[config.mk]
export PLATFORM = sky130hd
export DESIGN_NAME = pss_update
export DESIGN_NICKNAME = d
export VERILOG_FILES = /design/src/design/pss_pkg.sv /design/src/design/pss_update.sv
export SDC_FILE = /design/constraint.sdc
export NUM_CORES = 1
export LEC_CHECK = 0
export ABC_AREA = 1
export BUFFER_PORTS_ARGS = -buffer_cell sky130_fd_sc_hd__clkbuf_2
export CAP_MARGIN = 25
export CORE_AREA = 2 2 431 433
export DETAILED_ROUTE_END_ITERATION = 10
export DIE_AREA = 0 0 433 435
export SYNTH_ARGS = -nofsm -noshare
export SYNTH_HDL_FRONTEND = slang
export SYNTH_SLANG_ARGS = --single-unit
[constraint.sdc]
create_clock -name vclk -period 8.3
set_clock_uncertainty 0.15 [all_clocks]
set_input_delay 0.415 -clock vclk [all_inputs]
set_output_delay 0.415 -clock vclk [all_outputs]
set_load 0.05 [all_outputs]
[src/design/pss_pkg.sv]
// ---------------------------------------------------------------------------
// pss_pkg - shared types and constants for per_instruction_stride_stats
// Field widths, table geometry, op codes and the per-entry statistics record.
// ---------------------------------------------------------------------------
package pss_pkg;

    localparam int SLOTS       = 64;
    localparam int DEPTH_BITS  = 16;
    localparam int TABLE_DEPTH = 2 * SLOTS;
    localparam int TBL_AW      = $clog2(TABLE_DEPTH);

    localparam int ENTRY_W = 6;
    localparam int ADDR_W  = 64;
    localparam int SIZE_W  = 13;
    localparam int STAT_W  = 64;
    localparam int DEPTH_W = 16;
    localparam int NEST_W  = DEPTH_BITS;

    localparam int S_TDATA_W = ((ENTRY_W + ADDR_W + SIZE_W + 7) / 8) * 8;
    localparam int S_TUSER_W = 3;
    localparam int M_TDATA_W = ((DEPTH_W + 7 * STAT_W + 7) / 8) * 8;
    localparam int M_TUSER_W = 1;

    typedef enum logic [1:0] {
        OP_ACCESS = 2'd0,
        OP_ENTER  = 2'd1,
        OP_EXIT   = 2'd2
    } op_t;

    localparam logic CFG_READ_EN  = 1'b0;
    localparam logic CFG_WRITE_EN = 1'b1;

    typedef struct packed {
        logic [STAT_W-1:0] count;
        logic [STAT_W-1:0] bytes;
        logic [STAT_W-1:0] last_addr;
        logic [STAT_W-1:0] last_stride;
        logic [STAT_W-1:0] repeats;
        logic [STAT_W-1:0] stride_sum;
        logic [STAT_W-1:0] low_addr;
        logic [STAT_W-1:0] high_addr;
    } stat_rec_t;

    localparam int REC_W = $bits(stat_rec_t);

    localparam stat_rec_t RESET_REC = '{
        count:       '0,
        bytes:       '0,
        last_addr:   '1,
        last_stride: '1,
        repeats:     '0,
        stride_sum:  '0,
        low_addr:    '1,
        high_addr:   '0
    };

endpackage

[src/design/pss_update.sv]
// ---------------------------------------------------------------------------
// pss_update - statistics update for one access
// Adds size, forms and sums the stride, counts repeats, tracks bounds.
// ---------------------------------------------------------------------------
module pss_update (
    input  pss_pkg::stat_rec_t            rec_in,
    input  logic [pss_pkg::ADDR_W-1:0]    address,
    input  logic [pss_pkg::SIZE_W-1:0]    size,
    input  logic                          apply,
    output pss_pkg::stat_rec_t            rec_out
);
    import pss_pkg::*;

    logic [STAT_W-1:0] stride;

    assign stride = address - rec_in.last_addr;

    always_comb
    begin
        rec_out = rec_in;
        if (apply)
        begin
            rec_out.bytes = rec_in.bytes + STAT_W'(size);
            // first access of an entry forms no stride
            if (rec_in.count != '0)
            begin
                rec_out.stride_sum  = rec_in.stride_sum + stride;
                rec_out.last_stride = stride;
                if (stride == rec_in.last_stride)
                begin
                    rec_out.repeats = rec_in.repeats + STAT_W'(1);
                end
            end
            if (address < rec_in.low_addr)
            begin
                rec_out.low_addr = address;
            end
            if (address > rec_in.high_addr)
            begin
                rec_out.high_addr = address;
            end
            rec_out.last_addr = address;
            rec_out.count     = rec_in.count + STAT_W'(1);
        end
    end

endmodule

==> results.toml, run 1 <==
[synth]
syn-mean-instance-area_sq_um = 4.90
syn-num-nets = 6066
syn_inst = 5195
yosysMostFrequentCell = "nand2_1"
synthTopCellsByCount = "nand2_1 (1702), inv_1 (1134), nor2_1 (413)"
synth.top_cell.area_share_pct = 25.1
synth_area_leaders = "nand2_1 (25%), inv_1 (17%), ha_1 (14%)"
ys_warn_count = 0
synth_cell_types = 54
seq_area_frac_synth_pct = 0
synth_area_leader_cell = "nand2_1"
synth_area_sq_um = 25500

[die]
boundaryPins = 1102
dieHeight_um = 435
die_x_um = 433
core_area_sq_um = 184000
rows = 158
start_util_pct = 13.8
die_area_sq_um = 188000

[global_route]
track_usage_pct = 22.5
antenna_found_initial = 111
first_global_vias = 35600
grt_max_degree = 88
grt_pass1_wl_mm = 292
gr-total-overflow = 0

[place]
gp_congestion = 1.03
pre_cts_ws_ns = 2.14
io_buffer_count = 1102
hpwl_mm = 202

[finish]
area_growth_pct = 33.5
seq_cell_count = 0
seqCellArea_sq_um = 0
drive_gt1_share_pct = 19.1
nNetsFinal = 7094
clock_buffers = 0

[sta]
worst_slack_ns = 2.17
post-route-period-util_pct = 73.9
slew-limit-headroom_pct = 31.3
fmax_mhz = 163
rsz0062_at_grt = "false"
fin_crit_ns = 6.13
slew_viol_final = 0
hold_violations = 0
finalSetupViolations = 0
worst_pin_slew_ns = 1.02
setup_tns_ns = 0

[power_and_ir_drop]
p_switching_uw = 3040
intPower_uw = 949
p_comb_share_pct = 100.0
power.total_uw = 3990
p_leak_uw = 0.0200
switching_share_pct = 76.2
p_clk_share_pct = 0
irDropWorstVdd_mv = 0.0710
powerDensity_nw_per_um2 = 117
pwr-share-seq_pct = 0

[clock_tree]
postCtsResizedCells = 0
postCtsSetupBuffers = 0
cts_hold_buffers = 0

[worst_hold_path]
hold_class = "in2out"
hold_path_depth = 3

[setup_path]
worstPathMaxFanout = 6
critPathKind = "in2out"
end_kind = "output pin"
critPathArrivalTime_ns = 5.57
start_kind = "primary input"
crit_required_ns = 7.74

[detailed_routing]
dr.pass1.iters = 6
ant_nets = 0
wirelength_mm = 221
vias = 37600
drc = 0
via_per_inst = 4.29
wire_per_inst_um = 25.2
dr.first_iter.drc_count = 2609

[flow_run]
cap_violations = 0

[run_status]
outcome = "completed"
[through the flow]
stage / util (%) / instances / hold slack, ns / area [sq um]
final: 18.5 / 8750 / 1.08 / 34000
after global routing: 18.5 / 8741 / 1.10 / 34000
after CTS: 18.4 / 8701 / 1.08 / 33900
after detailed placement: 18.4 / 8701 / 1.08 / 33900
after global placement: 18.4 / 8699 / 1.08 / 33900
after floorplan: - / 5195 / 0.945 / 25500
[cells by family (layout without fill, tap and decap cells)]
logic type	after synthesis	after routing	synth area share [%]
other	0	49	0
buffers and inverters	1240	2266	18.4
adders and majority gates	281	281	13.9
xor gates and xnor gates	180	180	6.59
muxes	23	23	0.904
and+or+nand+nor	2779	2779	45.6
AOI/OAI and AO/OA	692	692	14.6
[final timing paths]
kind,slack (ns),to,startpoint
worst max-delay path,2.17,rec_out[186],rec_in[338]
worst min-delay path,1.08,rec_out[413],rec_in[413]
[worst max-delay path: stages]
cell      delay [ns]
clkbuf_2        0.08
inv_1           0.12
ha_1            0.53
nand2_1         0.15
inv_1           0.10
nand2_1         0.07
nor2_1          0.22
nand4_1         0.13
nand3_1         0.28
xor2_1          0.70
ha_1            0.42
a21oi_1         0.19
o21ai_0         0.19
a21oi_1         0.24
o21ai_0         0.17
a221oi_1        0.53
nand2_1         0.14
nand2_1         0.12
a21oi_1         0.06
nand3b_1        0.15
o21ai_0         0.21
inv_1           0.09
clkbuf_2        0.25
[power by group through the flow]
stage | clock, uW | combinational [uW] | sequential [uW]
3_5_place_dp | 0 | 3980 | 0
2_1_floorplan | 0 | 2490 | 0
5_1_grt | 0.000654 | 4270 | 0
3_3_place_gp | 0 | 3990 | 0
4_1_cts | 0 | 4000 | 0
6_report | 0.000806 | 3990 | 0
[cell usage in the layout, fill, tap and decap left out, drive strengths merged, types with 8 or more instances in the layout]
master,netlist,final
o21a,19,19
buf,23,15
a211oi,10,10
a31oi,16,16
a21o,15,15
clkbuf,67,1101
o21bai,15,15
xor2,118,118
diode,0,49
nand4,65,65
ha,278,278
xnor2,56,56
nand3,330,330
nand2,1717,1717
o211ai,12,12
nand3b,23,23
nor3,130,130
nor4,58,58
and2,8,8
o21ai,368,368
nor2,429,429
a21oi,216,216
inv,1150,1150
mux2i,23,23
[final cells by class]
type                            count  area [sq um]
Multi-Input combinational cell   3955         20800
Timing Repair Buffer             1116          5650
Inverter                         1150          4320
Antenna cell                       49           123
Fill cell                       22200        150000
Tap cell                         2480          3100
[layer usage]
layer	GRT usage, %	part of all wire (%)	vias up
li1	-	-	18400
met1	23.2	35	17100
met2	39.4	48	1504
met3	6.21	8.2	468
met4	15.3	8.2	64
met5	0	0.18	-
Power figures use the tool's default switching activity.
==> run 2: changes to the inputs <==
==> constraint.sdc (replaced) <==
create_clock -name vclk -period 6.2
set_clock_uncertainty 0.15 [all_clocks]
set_input_delay 0.31 -clock vclk [all_inputs]
set_output_delay 0.31 -clock vclk [all_outputs]
set_load 0.05 [all_outputs]
==> run 2 against run 1 <==
Net effect:
- final cell count grew 0.31%
- die area stayed put
- count of clock-buffer cells in the layout unchanged
- via count rose by 0.14%
- wire length hardly changed
- design area is 0.72% higher
- power is 35% higher
- critical endpoint is now rec_out[191]
==> results.toml, run 2 (synthesis gave the netlist of run 1 again) <==
[sta]
worst_pin_slew_ns = 0.986
fin_crit_ns = 5.74
post-route-period-util_pct = 92.6
fmax_mhz = 174
slew-limit-headroom_pct = 33.7
rsz0062_at_grt = "false"
setup_tns_ns = 0
slew_viol_final = 0
hold_violations = 0
finalSetupViolations = 0

[finish]
clock_buffers = 0
layout.cells.most_common = "nand2_1"
area_growth_pct = 34.5
seq_cell_count = 0
final_cells = 8777
seqCellArea_sq_um = 0
nNetsFinal = 7123
layout_common_cells = "nand2_1 (1700), inv_1 (1132), clkbuf_2 (1101)"
final.fill_count = 22000
drive_gt1_share_pct = 19.5

[die]
dieHeight_um = 435
rows = 158
start_util_pct = 13.8
core_area_sq_um = 184000
die_area_sq_um = 188000
die_x_um = 433
boundaryPins = 1102

[worst_hold_path]
hold_class = "in2out"

[global_route]
grt_max_degree = 88
antenna_found_initial = 107
track_usage_pct = 22.5
gr-total-overflow = 0
first_global_vias = 35800
grt_pass1_wl_mm = 292

[power_and_ir_drop]
powerDensity_nw_per_um2 = 157
p_leak_uw = 0.0202
irDropWorstVdd_mv = 0.109

[setup_path]
critPathKind = "in2out"
end_kind = "output pin"
start_kind = "primary input"
crit_required_ns = 5.74
worstPathMaxFanout = 5
critPathArrivalTime_ns = 5.28

[place]
placed_cells = 8730
io_buffer_count = 1102
hpwl_mm = 202
gp_congestion = 1.07

[detailed_routing]
via_per_inst = 4.29
wirelength_mm = 221
dr.first_iter.drc_count = 2786
vias = 37600
ant_nets = 0
drc = 0
dr.pass1.iters = 6
wire_per_inst_um = 25.2

[flow_run]
cap_violations = 0

[run_status]
outcome = "completed"

[clock_tree]
cts_hold_buffers = 0
run 2: cell type report:
type / count / area (sq um) / area share, %
repair buffers: 1145 / 5890 / 17.2
multi-input cells: 3955 / 20800 / 60.8
diodes: 47 / 118 / 0.343
inverters: 1150 / 4320 / 12.6
well taps: 2480 / 3100 / 9.06
run 2: power breakdown:
group	leakage (uW)	switching, uW	total, uW	internal (uW)
clock network	0.000000298	0	0.00100	0.00100
registers	0	0	0	0
logic	0.0202	4080	5380	1300
run 2: repair_timing:
| item | 4_1_cts | 5_1_grt |
|---|---|---|
| setup endpoints to repair | 0 | 2 |
| gates resized for setup | 0 | 2 |
| setup buffers | 0 | 0 |
run 2: critical path, stage by stage:
cell,delay [ns]
clkbuf_2,0.08
inv_1,0.05
ha_1,0.58
nand2_1,0.16
nor2_1,0.25
and2_1,0.22
nand3_1,0.10
nand2_1,0.30
nand2_1,0.24
nand3_1,0.20
nand2_1,0.19
ha_1,0.40
nand2_1,0.18
inv_1,0.06
a21oi_1,0.25
nor2_1,0.07
a2111oi_1,0.47
o2111ai_1,0.31
buf_4,0.23
o21bai_1,0.16
nand3_1,0.10
nand2_1,0.05
inv_1,0.05
clkbuf_2,0.26
run 2: path summary, 6_finish.rpt:
path | start | end | slack (ns) | cells after the start
setup / recovery | rec_in[339] | rec_out[191] | 0.46 | 24
hold / removal | rec_in[413] | rec_out[413] | 0.87 | 3
run 2: metrics by stage:
| stage | area, sq um | utilization [%] | total power (uW) | hold slack (ns) | setup slack, ns |
|---|---|---|---|---|---|
| final | 34300 | 18.6 | 5380 | 0.870 | 0.457 |
| after global routing | 34200 | 18.6 | 5770 | 0.890 | 0.0331 |
| after CTS | 34100 | 18.5 | 5400 | 0.871 | 0.305 |
| after detailed placement | 34100 | 18.5 | 5380 | 0.871 | 0.308 |
| after global placement | 34100 | 18.5 | 5390 | 0.872 | 0.358 |
| after floorplan | 25500 | - | 3330 | 0.735 | 1.83 |
run 2: per-layer routing:
layer,wire (um),GRT usage [%],vias up
li1,-,-,18500
met1,78100,23.6,17000
met2,106000,39.0,1602
met3,18900,6.09,457
met4,17500,15.4,72
met5,448,0.0768,-
