[src/design/pss_ram.sv]
// ---------------------------------------------------------------------------
// pss_ram - generic single write port, single read port RAM
// Read data is registered and holds while the read enable is low.
// ---------------------------------------------------------------------------
module pss_ram #(
    parameter int WIDTH = 8,
    parameter int DEPTH = 16
) (
    input  logic                     clk,
    input  logic                     we,
    input  logic [$clog2(DEPTH)-1:0] waddr,
    input  logic [WIDTH-1:0]         wdata,
    input  logic                     re,
    input  logic [$clog2(DEPTH)-1:0] raddr,
    output logic [WIDTH-1:0]         rdata
);

    logic [WIDTH-1:0] mem [DEPTH];
    logic [WIDTH-1:0] rdata_reg;

    always_ff @(posedge clk)
    begin
        if (we)
        begin
            mem[waddr] <= wdata;
        end
    end

    // read returns the old word on a same-address write
    always_ff @(posedge clk)
    begin
        if (re)
        begin
            rdata_reg <= mem[raddr];
        end
    end

    assign rdata = rdata_reg;

endmodule

[config.mk]
export PLATFORM = sky130hd
export DESIGN_NAME = pss_ram
export DESIGN_NICKNAME = d
export VERILOG_FILES = /design/src/design/pss_ram.sv
export SDC_FILE = /design/constraint.sdc
export NUM_CORES = 1
export LEC_CHECK = 0
export ABC_AREA = 1
export ABC_CLOCK_PERIOD_IN_PS = 1300
export BUFFER_PORTS_ARGS = -buffer_cell sky130_fd_sc_hd__buf_4
export CAP_MARGIN = 10
export CORE_MARGIN = 2
export CORE_UTILIZATION = 40
export CTS_CLUSTER_SIZE = 30
export DETAILED_ROUTE_END_ITERATION = 7
export MAX_ROUTING_LAYER = met4
export SETUP_SLACK_MARGIN = 0.5
export SLEW_MARGIN = 20
export SYNTH_ARGS = -nofsm -noshare
export SYNTH_HDL_FRONTEND = slang
export SYNTH_SLANG_ARGS = --single-unit
[constraint.sdc]
create_clock -name clk -period 1.3 [get_ports clk]
set_input_delay 0.13 -clock clk [delete_from_list [all_inputs] [get_ports clk]]
set_output_delay 0.13 -clock clk [all_outputs]
set_load 0.02 [all_outputs]
==> run_results.csv, run 1 <==
group,metric,value,unit
synth,syn_nets,570,
synth,synth_xor_area_frac,0,
sta,rsz0062_at_grt,"true",
outcome,status,"finished clean",
setup_path,rrSetupSlack,0.17,ns
synth,synth-compound-area-share,0,
die,initial_utilization,0.405,
routing,drtIter0Drc,414,
sta,tns,0,ns
sta,hold_viol,0,
place,gp_congestion,0.828,
layout,nNetsFinal,607,
synth,synth.mux.area_fraction,0,
clock_tree,cts_tree,"built",
clock_tree,cts_buffers,17,
synth,yosysWarnings,0,
die,die_y,125,um
die,die_x,125,um
setup_path,crit_path_top_delay_cell,"edfxtp_1",
setup_path,cp_top_family,"flip-flops",
synth,synth_fa_ha_area_frac,0,
die,boundaryPins,27,
place,placed_area,0.00641,mm2
synth,synth_area,0.00585,mm2
routing,top_layer,"met4",
sta,slew_violations,0,
clock_tree,clk_pin_slew_worst_paths,0.06,ns
synth,ys_seq_elements,136,
clock_tree,cts_max_path_buffers,2,
setup_path,critPathMaxFanout,1,
routing,avgViaCountPerCell,4.95,
global_route,overflow,0,
power_and_ir_drop,ir_worst_vdd,0.926,mV
global_route,grt_usage,0.187,
hold_path,hp-class,"in -> reg",
global_route,grt_max_degree,35,
clock_tree,clock_latency,0.42,ns
routing,met2_length,6800,um
global_route,grt_pass1_vias,3846,
global_route,grt_pass1_wl,21100,um
setup_path,worst-setup-path-type,"reg -> out",
routing,dr_total_vias,3882,
place,dp_cells,752,
setup_path,worst-path-buf-inv,1,
setup_path,startpoint_type,"register",
power_and_ir_drop,powerDensity,1510,mW/mm2
synth,yosysSeqAreaShare,0.698,
setup_path,critPathCaptureType,"output port",
routing,wl_met3,795,um
synth,synth_area_per_cell,10.6,um2
sta,fmax,866,MHz
layout,area_delta_synth_final,25.7,%
layout,layout-drive-gt1-share,0.251,
sta,relSlewSlack,0.693,
layout,antennaDiodeCount,0,
hold_path,hold_start,"re",
routing,routedWlPerCell,17.5,um
sta,fin_crit,1.15,ns
power_and_ir_drop,p_leak,3.09,nW
place,numPortBuffers,26,
routing,drt-pass1-iter-count,5,
die,dieArea,0.0156,mm2
setup_path,slowest_delay,0.44,ns
global_route,antenna_found_initial,0,
clock_tree,htree_levels,4,
setup_path,r2r_start,"mem[5][5]$_DFFE_PP_",
die,rows,44,
sta,setup_viol,0,
routing,wl,13700,um
setup_path,cp-startpoint,"rdata[7]$_DFFE_PP_",
layout,final_common_cell,"nand2_1",
synth,synthCells,551,
setup_path,path_cells,"buf_6",
layout,final_cell_area,0.00735,mm2
clock_tree,numClockSinks,136,
setup_path,required,1.17,ns
layout,largest_reg_flops,128,
routing,wl_met1,5810,um
place,place_hpwl,8340,um
routing,ant_nets,0,
layout,layout_common_cells,"159 x nand2_1, 136 x edfxtp_1, 95 x inv_1, 54 x nand3_1, 42 x nand3_2",
clock_tree,clock-root-buffer,"clkbuf_16",
sta,worstMarginPinSlew,0.460,ns
sta,fin_crit_sh,0.888,
sta,skew,0.00772,ns
synth,synth.distinct_cells,11,
synth,yosys.area_share.simple,0.208,
layout,final_cells,785,
setup_path,crit_arrival,1.02,ns
job,max_cap_viol_count,0,
synth,synth_top_family_by_area,"simple AND/OR/NAND/NOR gates",
routing,drc,0,
die,core,0.0144,mm2
==> Yosys cell counts, drive strengths merged <==
master / count / area, um2
inv: 102 / 383
nor2: 17 / 63.8
edfxtp: 136 / 4080
nand3b: 2 / 15.0
nand2: 173 / 649
buf: 24 / 166
nand3: 97 / 485
==> through the flow <==
step / setup WS, ns / power, mW / utilization / hold WS [ns]
finish: 0.145 / 11.1 / 0.510 / 0.0419
global route: 0.108 / 11.4 / 0.510 / 0.0256
CTS: 0.150 / 11.1 / 0.502 / 0.0198
detailed placement: -0.0221 / 5.77 / 0.444 / 0.454
global placement: -0.0245 / 5.76 / 0.444 / 0.445
floorplan: 0.296 / 5.48 / - / 0.229
==> layer usage <==
layer,up-vias,GRT usage
met2,125,0.299
li1,1855,-
met4,0,0.0784
met1,1879,0.235
met3,23,0.0335
met5,-,-
==> final timing paths <==
check | end | depth (start not counted)
setup reg to reg | rdata[5]$_DFFE_PP_ | 6
hold / removal | rdata[5]$_DFFE_PP_ | 1
setup / recovery | rdata[7] | 1
hold reg to reg | rdata[6]$_DFFE_PP_ | 6
==> where the power goes <==
group / leakage, nW / internal, mW / switching, mW
combinational: 1.54 / 0.262 / 0.519
clock: 0.313 / 3.57 / 1.75
sequential: 1.24 / 4.94 / 0.0344
total: 3.09 / 8.78 / 2.31
==> cells by family after synthesis <==
| group | Yosys count |
|---|---|
| buffers and inverters | 126 |
| and+or+nand+nor | 289 |
| DFF | 136 |
==> timing repair <==
action	in CTS	in global routing
setup buffers	1	0
setup endpoints to repair	32	48
pin swaps	16	23
resized for setup	37	27
hold buffers	0	0
==> layout make-up <==
| cell class | count | area [um2] |
|---|---|---|
| multi-input cells | 289 | 1580 |
| inverters | 102 | 388 |
| flip-flops and latches | 136 | 4080 |
| fillers | 1230 | 7070 |
| repair buffers | 42 | 410 |
| clock inverters | 14 | 229 |
| well taps | 184 | 230 |
| clock buffers | 18 | 429 |
No activity file was read; power rests on OpenSTA's default activity.
==> run 2, diff against run 1 <==
CORE_ASPECT_RATIO = 2   (was default)
SKIP_LAST_GASP = 1   (was default)
==> run 2 against run 1 <==
Clock-buffer cell count is 1 lower; sequential cell count is the same; largest cell class unchanged; clock skew shrank 0.00076 ns; critical endpoint is now rdata[3]; combinational power decreased by 2%; worst hold slack lost 0.023 ns.
==> run_results.csv, run 2 (synthesized netlist as in run 1, its figures left out) <==
group,metric,value,unit
routing,wl,13100,um
layout,layout-drive-gt1-share,0.263,
routing,ant_nets,0,
sta,skew,0.00696,ns
die,core,0.0144,mm2
global_route,grt_usage,0.186,
clock_tree,clock-root-buffer,"clkbuf_16",
sta,hold_viol,0,
outcome,status,"finished clean",
setup_path,worst-setup-path-type,"reg -> out",
setup_path,startpoint_type,"register",
sta,rsz0062_at_grt,"true",
hold_path,whs_path_depth,1,
routing,drtIter0Drc,184,
clock_tree,clock_latency,0.41,ns
sta,tns,0,ns
global_route,grtUsageMet2,0.318,
power_and_ir_drop,powerDensity,1450,mW/mm2
setup_path,cp_top_family,"flip-flops",
setup_path,rrSetupSlack,0.23,ns
layout,final_common_cell,"nand2_1",
layout,nNetsFinal,605,
routing,drt-pass1-iter-count,5,
sta,fmax,876,MHz
place,place_hpwl,8580,um
clock_tree,cts_buffers,17,
global_route,grt.busiest_layer,"met2",
setup_path,critPathMaxFanout,1,
layout,fillCellCount,1224,
routing,drc,0,
sta,fin_crit_sh,0.878,
sta,setup_viol,0,
clock_tree,cts_setup_buffers,0,
sta,worstMarginPinSlew,0.481,ns
setup_path,crit_path_top_delay_cell,"edfxtp_1",
global_route,antenna_found_initial,0,
power_and_ir_drop,ir_worst_vdd,0.977,mV
setup_path,slowest_delay,0.44,ns
global_route,met1_usage,0.196,
setup_path,regToRegEndpoint,"rdata[0]$_DFFE_PP_",
global_route,grt_pass1_wl,20200,um
hold_path,hp-class,"in -> reg",
die,die_y,175,um
die,rows,62,
hold_path,hold_start,"wdata[2]",
die,die_x,89.5,um
sta,slew_violations,0,
sta,relSlewSlack,0.679,
die,initial_utilization,0.407,
sta,fin_crit,1.14,ns
layout,area_delta_synth_final,27.0,%
routing,avgViaCountPerCell,4.83,
global_route,met3_usage,0.0302,
clock_tree,cts_max_path_buffers,2,
setup_path,r2r_start,"mem[13][0]$_DFFE_PP_",
routing,routedWlPerCell,16.6,um
clock_tree,numClockSinks,136,
setup_path,path_cells,"buf_6",
place,numPortBuffers,26,
layout,final_cell_area,0.00742,mm2
setup_path,crit_arrival,1.01,ns
place,placed_area,0.00651,mm2
layout,layout_common_cells,"158 x nand2_1, 136 x edfxtp_1, 95 x inv_1, 50 x nand3_1, 46 x nand3_2",
clock_tree,clk_pin_slew_worst_paths,0.06,ns
global_route,grt_pass1_vias,3761,
setup_path,required,1.17,ns
setup_path,critPathCaptureType,"output port",
layout,antennaDiodeCount,0,
place,gp_congestion,0.816,
global_route,grt_max_degree,57,
hold_path,hold_end,"mem[12][2]$_DFFE_PP_",
power_and_ir_drop,p_leak,3.09,nW
clock_tree,cts_tree,"built",
layout,largest_reg_flops,128,
setup_path,ff2ff_path_depth,6,
die,dieArea,0.0157,mm2
clock_tree,htree_levels,4,
die,boundaryPins,27,
job,max_cap_viol_count,0,
routing,dr_total_vias,3819,
global_route,overflow,0,
setup_path,worst-path-buf-inv,1,
==> run 2: cell types whose count changed in the layout (fill, tap and decap cells not counted), sizes merged <==
cell	delta
clkinvlp	+1
bufinv	-2
clkbuf	-1
buf	-2
inv	+4
clkinv	-3
==> run 2: worst max-delay path by stage <==
stage | slack [ns] | cells after the start | startpoint | end
2_1_floorplan | 0.30 | 2 | waddr[2] | mem[10][0]$_DFFE_PP_
3_3_place_gp | 0.02 | 8 | raddr[0] | rdata[0]$_DFFE_PP_
3_5_place_dp | 0.004 | 8 | raddr[0] | rdata[0]$_DFFE_PP_
4_1_cts | 0.13 | 1 | rdata[3]$_DFFE_PP_ | rdata[3]
5_1_grt | 0.13 | 1 | rdata[3]$_DFFE_PP_ | rdata[3]
6_report | 0.16 | 1 | rdata[3]$_DFFE_PP_ | rdata[3]
==> run 2: stage by stage <==
| step | setup slack [ns] | hold slack (ns) | power [mW] | cells | util |
|---|---|---|---|---|---|
| 2_1_floorplan | 0.296 | 0.229 | 5.48 | 551 | - |
| 3_3_place_gp | 0.0173 | 0.439 | 5.74 | 759 | 0.454 |
| 3_5_place_dp | 0.00397 | 0.447 | 5.75 | 759 | 0.454 |
| 4_1_cts | 0.126 | 0.0151 | 10.7 | 790 | 0.505 |
| 5_1_grt | 0.129 | 0.0283 | 11.0 | 790 | 0.517 |
| 6_report | 0.158 | 0.0186 | 10.8 | 790 | 0.517 |
==> run 2: repair_timing <==
action                                  4_1_cts  5_1_grt
endpoints found under the hold margin         0        0
hold buffers                                  0        0
resized for setup                            26       41
endpoints found under the setup margin       16       32
pin swaps                                    36       38
==> run 2: report_power, final <==
group          switching (mW)  internal [mW]  total [mW]
logic                   0.498          0.268       0.767
clock network            1.80           3.21        5.01
registers              0.0333           4.94        4.97
==> run 2: area by class of cell <==
cell class | count | area (um2) | area share
Clock inverter | 14 | 196 | 0.0265
Inverter | 102 | 388 | 0.0523
Timing Repair Buffer | 40 | 488 | 0.0657
Sequential cell | 136 | 4080 | 0.550
Tap cell | 192 | 240 | 0.0324
Multi-Input combinational cell | 289 | 1600 | 0.216
Clock buffer | 17 | 425 | 0.0573
==> run 2: layer usage <==
| metal | vias to the layer above | part of all wire |
|---|---|---|
| met4 | 0 | 0.043 |
| li1 | 1852 | - |
| met3 | 29 | 0.031 |
| met2 | 87 | 0.57 |
| met5 | - | 0 |
| met1 | 1851 | 0.36 |
==> run 3, diff against run 2 <==
CORE_UTILIZATION = 35   (was 40)
==> run 3 against run 2 <==
Sequential share of layout area fell by 1.5 points; die area increased by 14%; final cell count grew 2.3%; register-to-register slack about the same; clock power grew 6.8%; maximum frequency rose by 3.2%; via count shrank 1.8%; global-route usage fell by 1.6 points; utilization decreased by 5.1 points.
==> run_results.csv, run 3 (synthesized netlist as in run 1, its figures left out) <==
group,metric,value,unit
layout,layout-drive-gt1-share,0.283,
setup_path,path_cells,"buf_6",
setup_path,slowest_delay,0.41,ns
place,dp_cells,776,
routing,avgViaCountPerCell,4.64,
setup_path,r2r_start,"mem[10][4]$_DFFE_PP_",
layout,final_cells,808,
die,rows,66,
setup_path,ff2ff_path_depth,6,
clock_tree,cts_buffers,17,
place,pre_cts_ws,0.00339,ns
clock_tree,cts_tree,"built",
sta,hold_viol,0,
clock_tree,clk_pin_slew_worst_paths,0.06,ns
layout,nNetsFinal,610,
setup_path,crit_arrival,0.98,ns
die,die_x,95.4,um
place,gp_congestion,0.825,
sta,setup_viol,0,
layout,final_common_cell,"nand2_1",
outcome,status,"finished clean",
setup_path,worst-setup-path-type,"reg -> out",
die,dieArea,0.0178,mm2
power_and_ir_drop,finalPower,11.1,mW
sta,tns,0,ns
sta,fmax,904,MHz
setup_path,required,1.17,ns
place,place_hpwl,9170,um
setup_path,cp_num_cells,1,
setup_path,critPathMaxFanout,1,
sta,slew_violations,0,
sta,skew,0.00712,ns
clock_tree,clock_latency,0.41,ns
setup_path,cp_top_family,"flip-flops",
global_route,overflow,0,
power_and_ir_drop,powerDensity,1460,mW/mm2
setup_path,crit_end,"rdata[0]",
sta,worstMarginPinSlew,0.400,ns
die,initial_utilization,0.358,
sta,final.setup.worst_slack,0.194,ns
layout,fillCellCount,1450,
routing,wl,13700,um
hold_path,whs_path_depth,1,
setup_path,startpoint_type,"register",
clock_tree,htree_levels,4,
clock_tree,numClockSinks,136,
sta,whs,0.0231,ns
global_route,grt_pass1_wl,21300,um
job,max_cap_viol_count,0,
die,die_y,187,um
sta,relSlewSlack,0.733,
routing,drc,0,
global_route,grt_usage,0.169,
setup_path,regToRegEndpoint,"rdata[4]$_DFFE_PP_",
clock_tree,cts_setup_buffers,0,
die,core,0.0164,mm2
layout,area_delta_synth_final,30.5,%
layout,largest_reg_flops,128,
global_route,antenna_found_initial,0,
global_route,grt_max_degree,50,
routing,routedWlPerCell,17.0,um
sta,fin_crit,1.11,ns
sta,rsz0062_at_grt,"true",
setup_path,critPathCaptureType,"output port",
die,boundaryPins,27,
setup_path,worst-path-buf-inv,1,
routing,drt-pass1-iter-count,4,
place,numPortBuffers,26,
setup_path,crit_path_top_delay_cell,"edfxtp_1",
setup_path,cp-startpoint,"rdata[0]$_DFFE_PP_",
global_route,grt_pass1_vias,3844,
clock_tree,clock-root-buffer,"clkbuf_16",
power_and_ir_drop,ir_worst_vdd,0.828,mV
routing,ant_nets,0,
layout,antennaDiodeCount,0,
sta,fin_crit_sh,0.851,
power_and_ir_drop,p_leak,3.18,nW
clock_tree,cts_max_path_buffers,2,
setup_path,rrSetupSlack,0.22,ns
hold_path,hp-class,"in -> reg",
routing,drtIter0Drc,240,
layout,layout_common_cells,"163 x nand2_1, 136 x edfxtp_1, 95 x inv_1, 63 x nand3_2, 33 x nand3_1",
routing,dr_total_vias,3750,
-- run 3: layout make-up --
cell class                 instances  area (um2)  share of cell area
inverter                         102         388              0.0509
clock inverter                    13         226              0.0297
timing repair buffer              45         567              0.0743
multi-input combinational        289        1670               0.219
clock buffer                      19         433              0.0568
tap                              204         255              0.0335
sequential                       136        4080               0.535
-- run 3: power by group --
part           switching [mW]  internal (mW)
Clock                    1.76           3.59
Sequential             0.0311           4.94
Combinational           0.522          0.295
-- run 3: how the worst min path moves through the flow --
stage / start / endpoint / slack [ns]
3_3_place_gp: re / rdata[6]$_DFFE_PP_ / 0.45
4_1_cts: re / rdata[0]$_DFFE_PP_ / 0.02
2_1_floorplan: wdata[0] / mem[0][0]$_DFFE_PP_ / 0.23
6_report: re / rdata[0]$_DFFE_PP_ / 0.02
5_1_grt: re / rdata[0]$_DFFE_PP_ / 0.03
3_5_place_dp: re / rdata[6]$_DFFE_PP_ / 0.46
-- run 3: timing repair --
action,CTS,global route
cloned,0,0
endpoints found under the setup margin,38,40
resized for setup,40,40
pin swaps,32,33
hold buffers,0,0
-- run 3: stage by stage --
stage / util / area, um2
after floorplan: - / 6050
after global placement: 0.404 / 6600
after detailed placement: 0.404 / 6600
after CTS: 0.456 / 7450
after global routing: 0.466 / 7630
final: 0.466 / 7630
-- run 3: per-layer routing --
| metal | wire length, um | GRT usage | vias up | part of all wire |
|---|---|---|---|---|
| li1 | - | - | 1864 | - |
| met1 | 4800 | 0.168 | 1802 | 0.35 |
| met2 | 8260 | 0.304 | 68 | 0.60 |
| met3 | 310 | 0.0287 | 16 | 0.023 |
| met4 | 354 | 0.0912 | 0 | 0.026 |
| met5 | 0 | - | - | 0 |
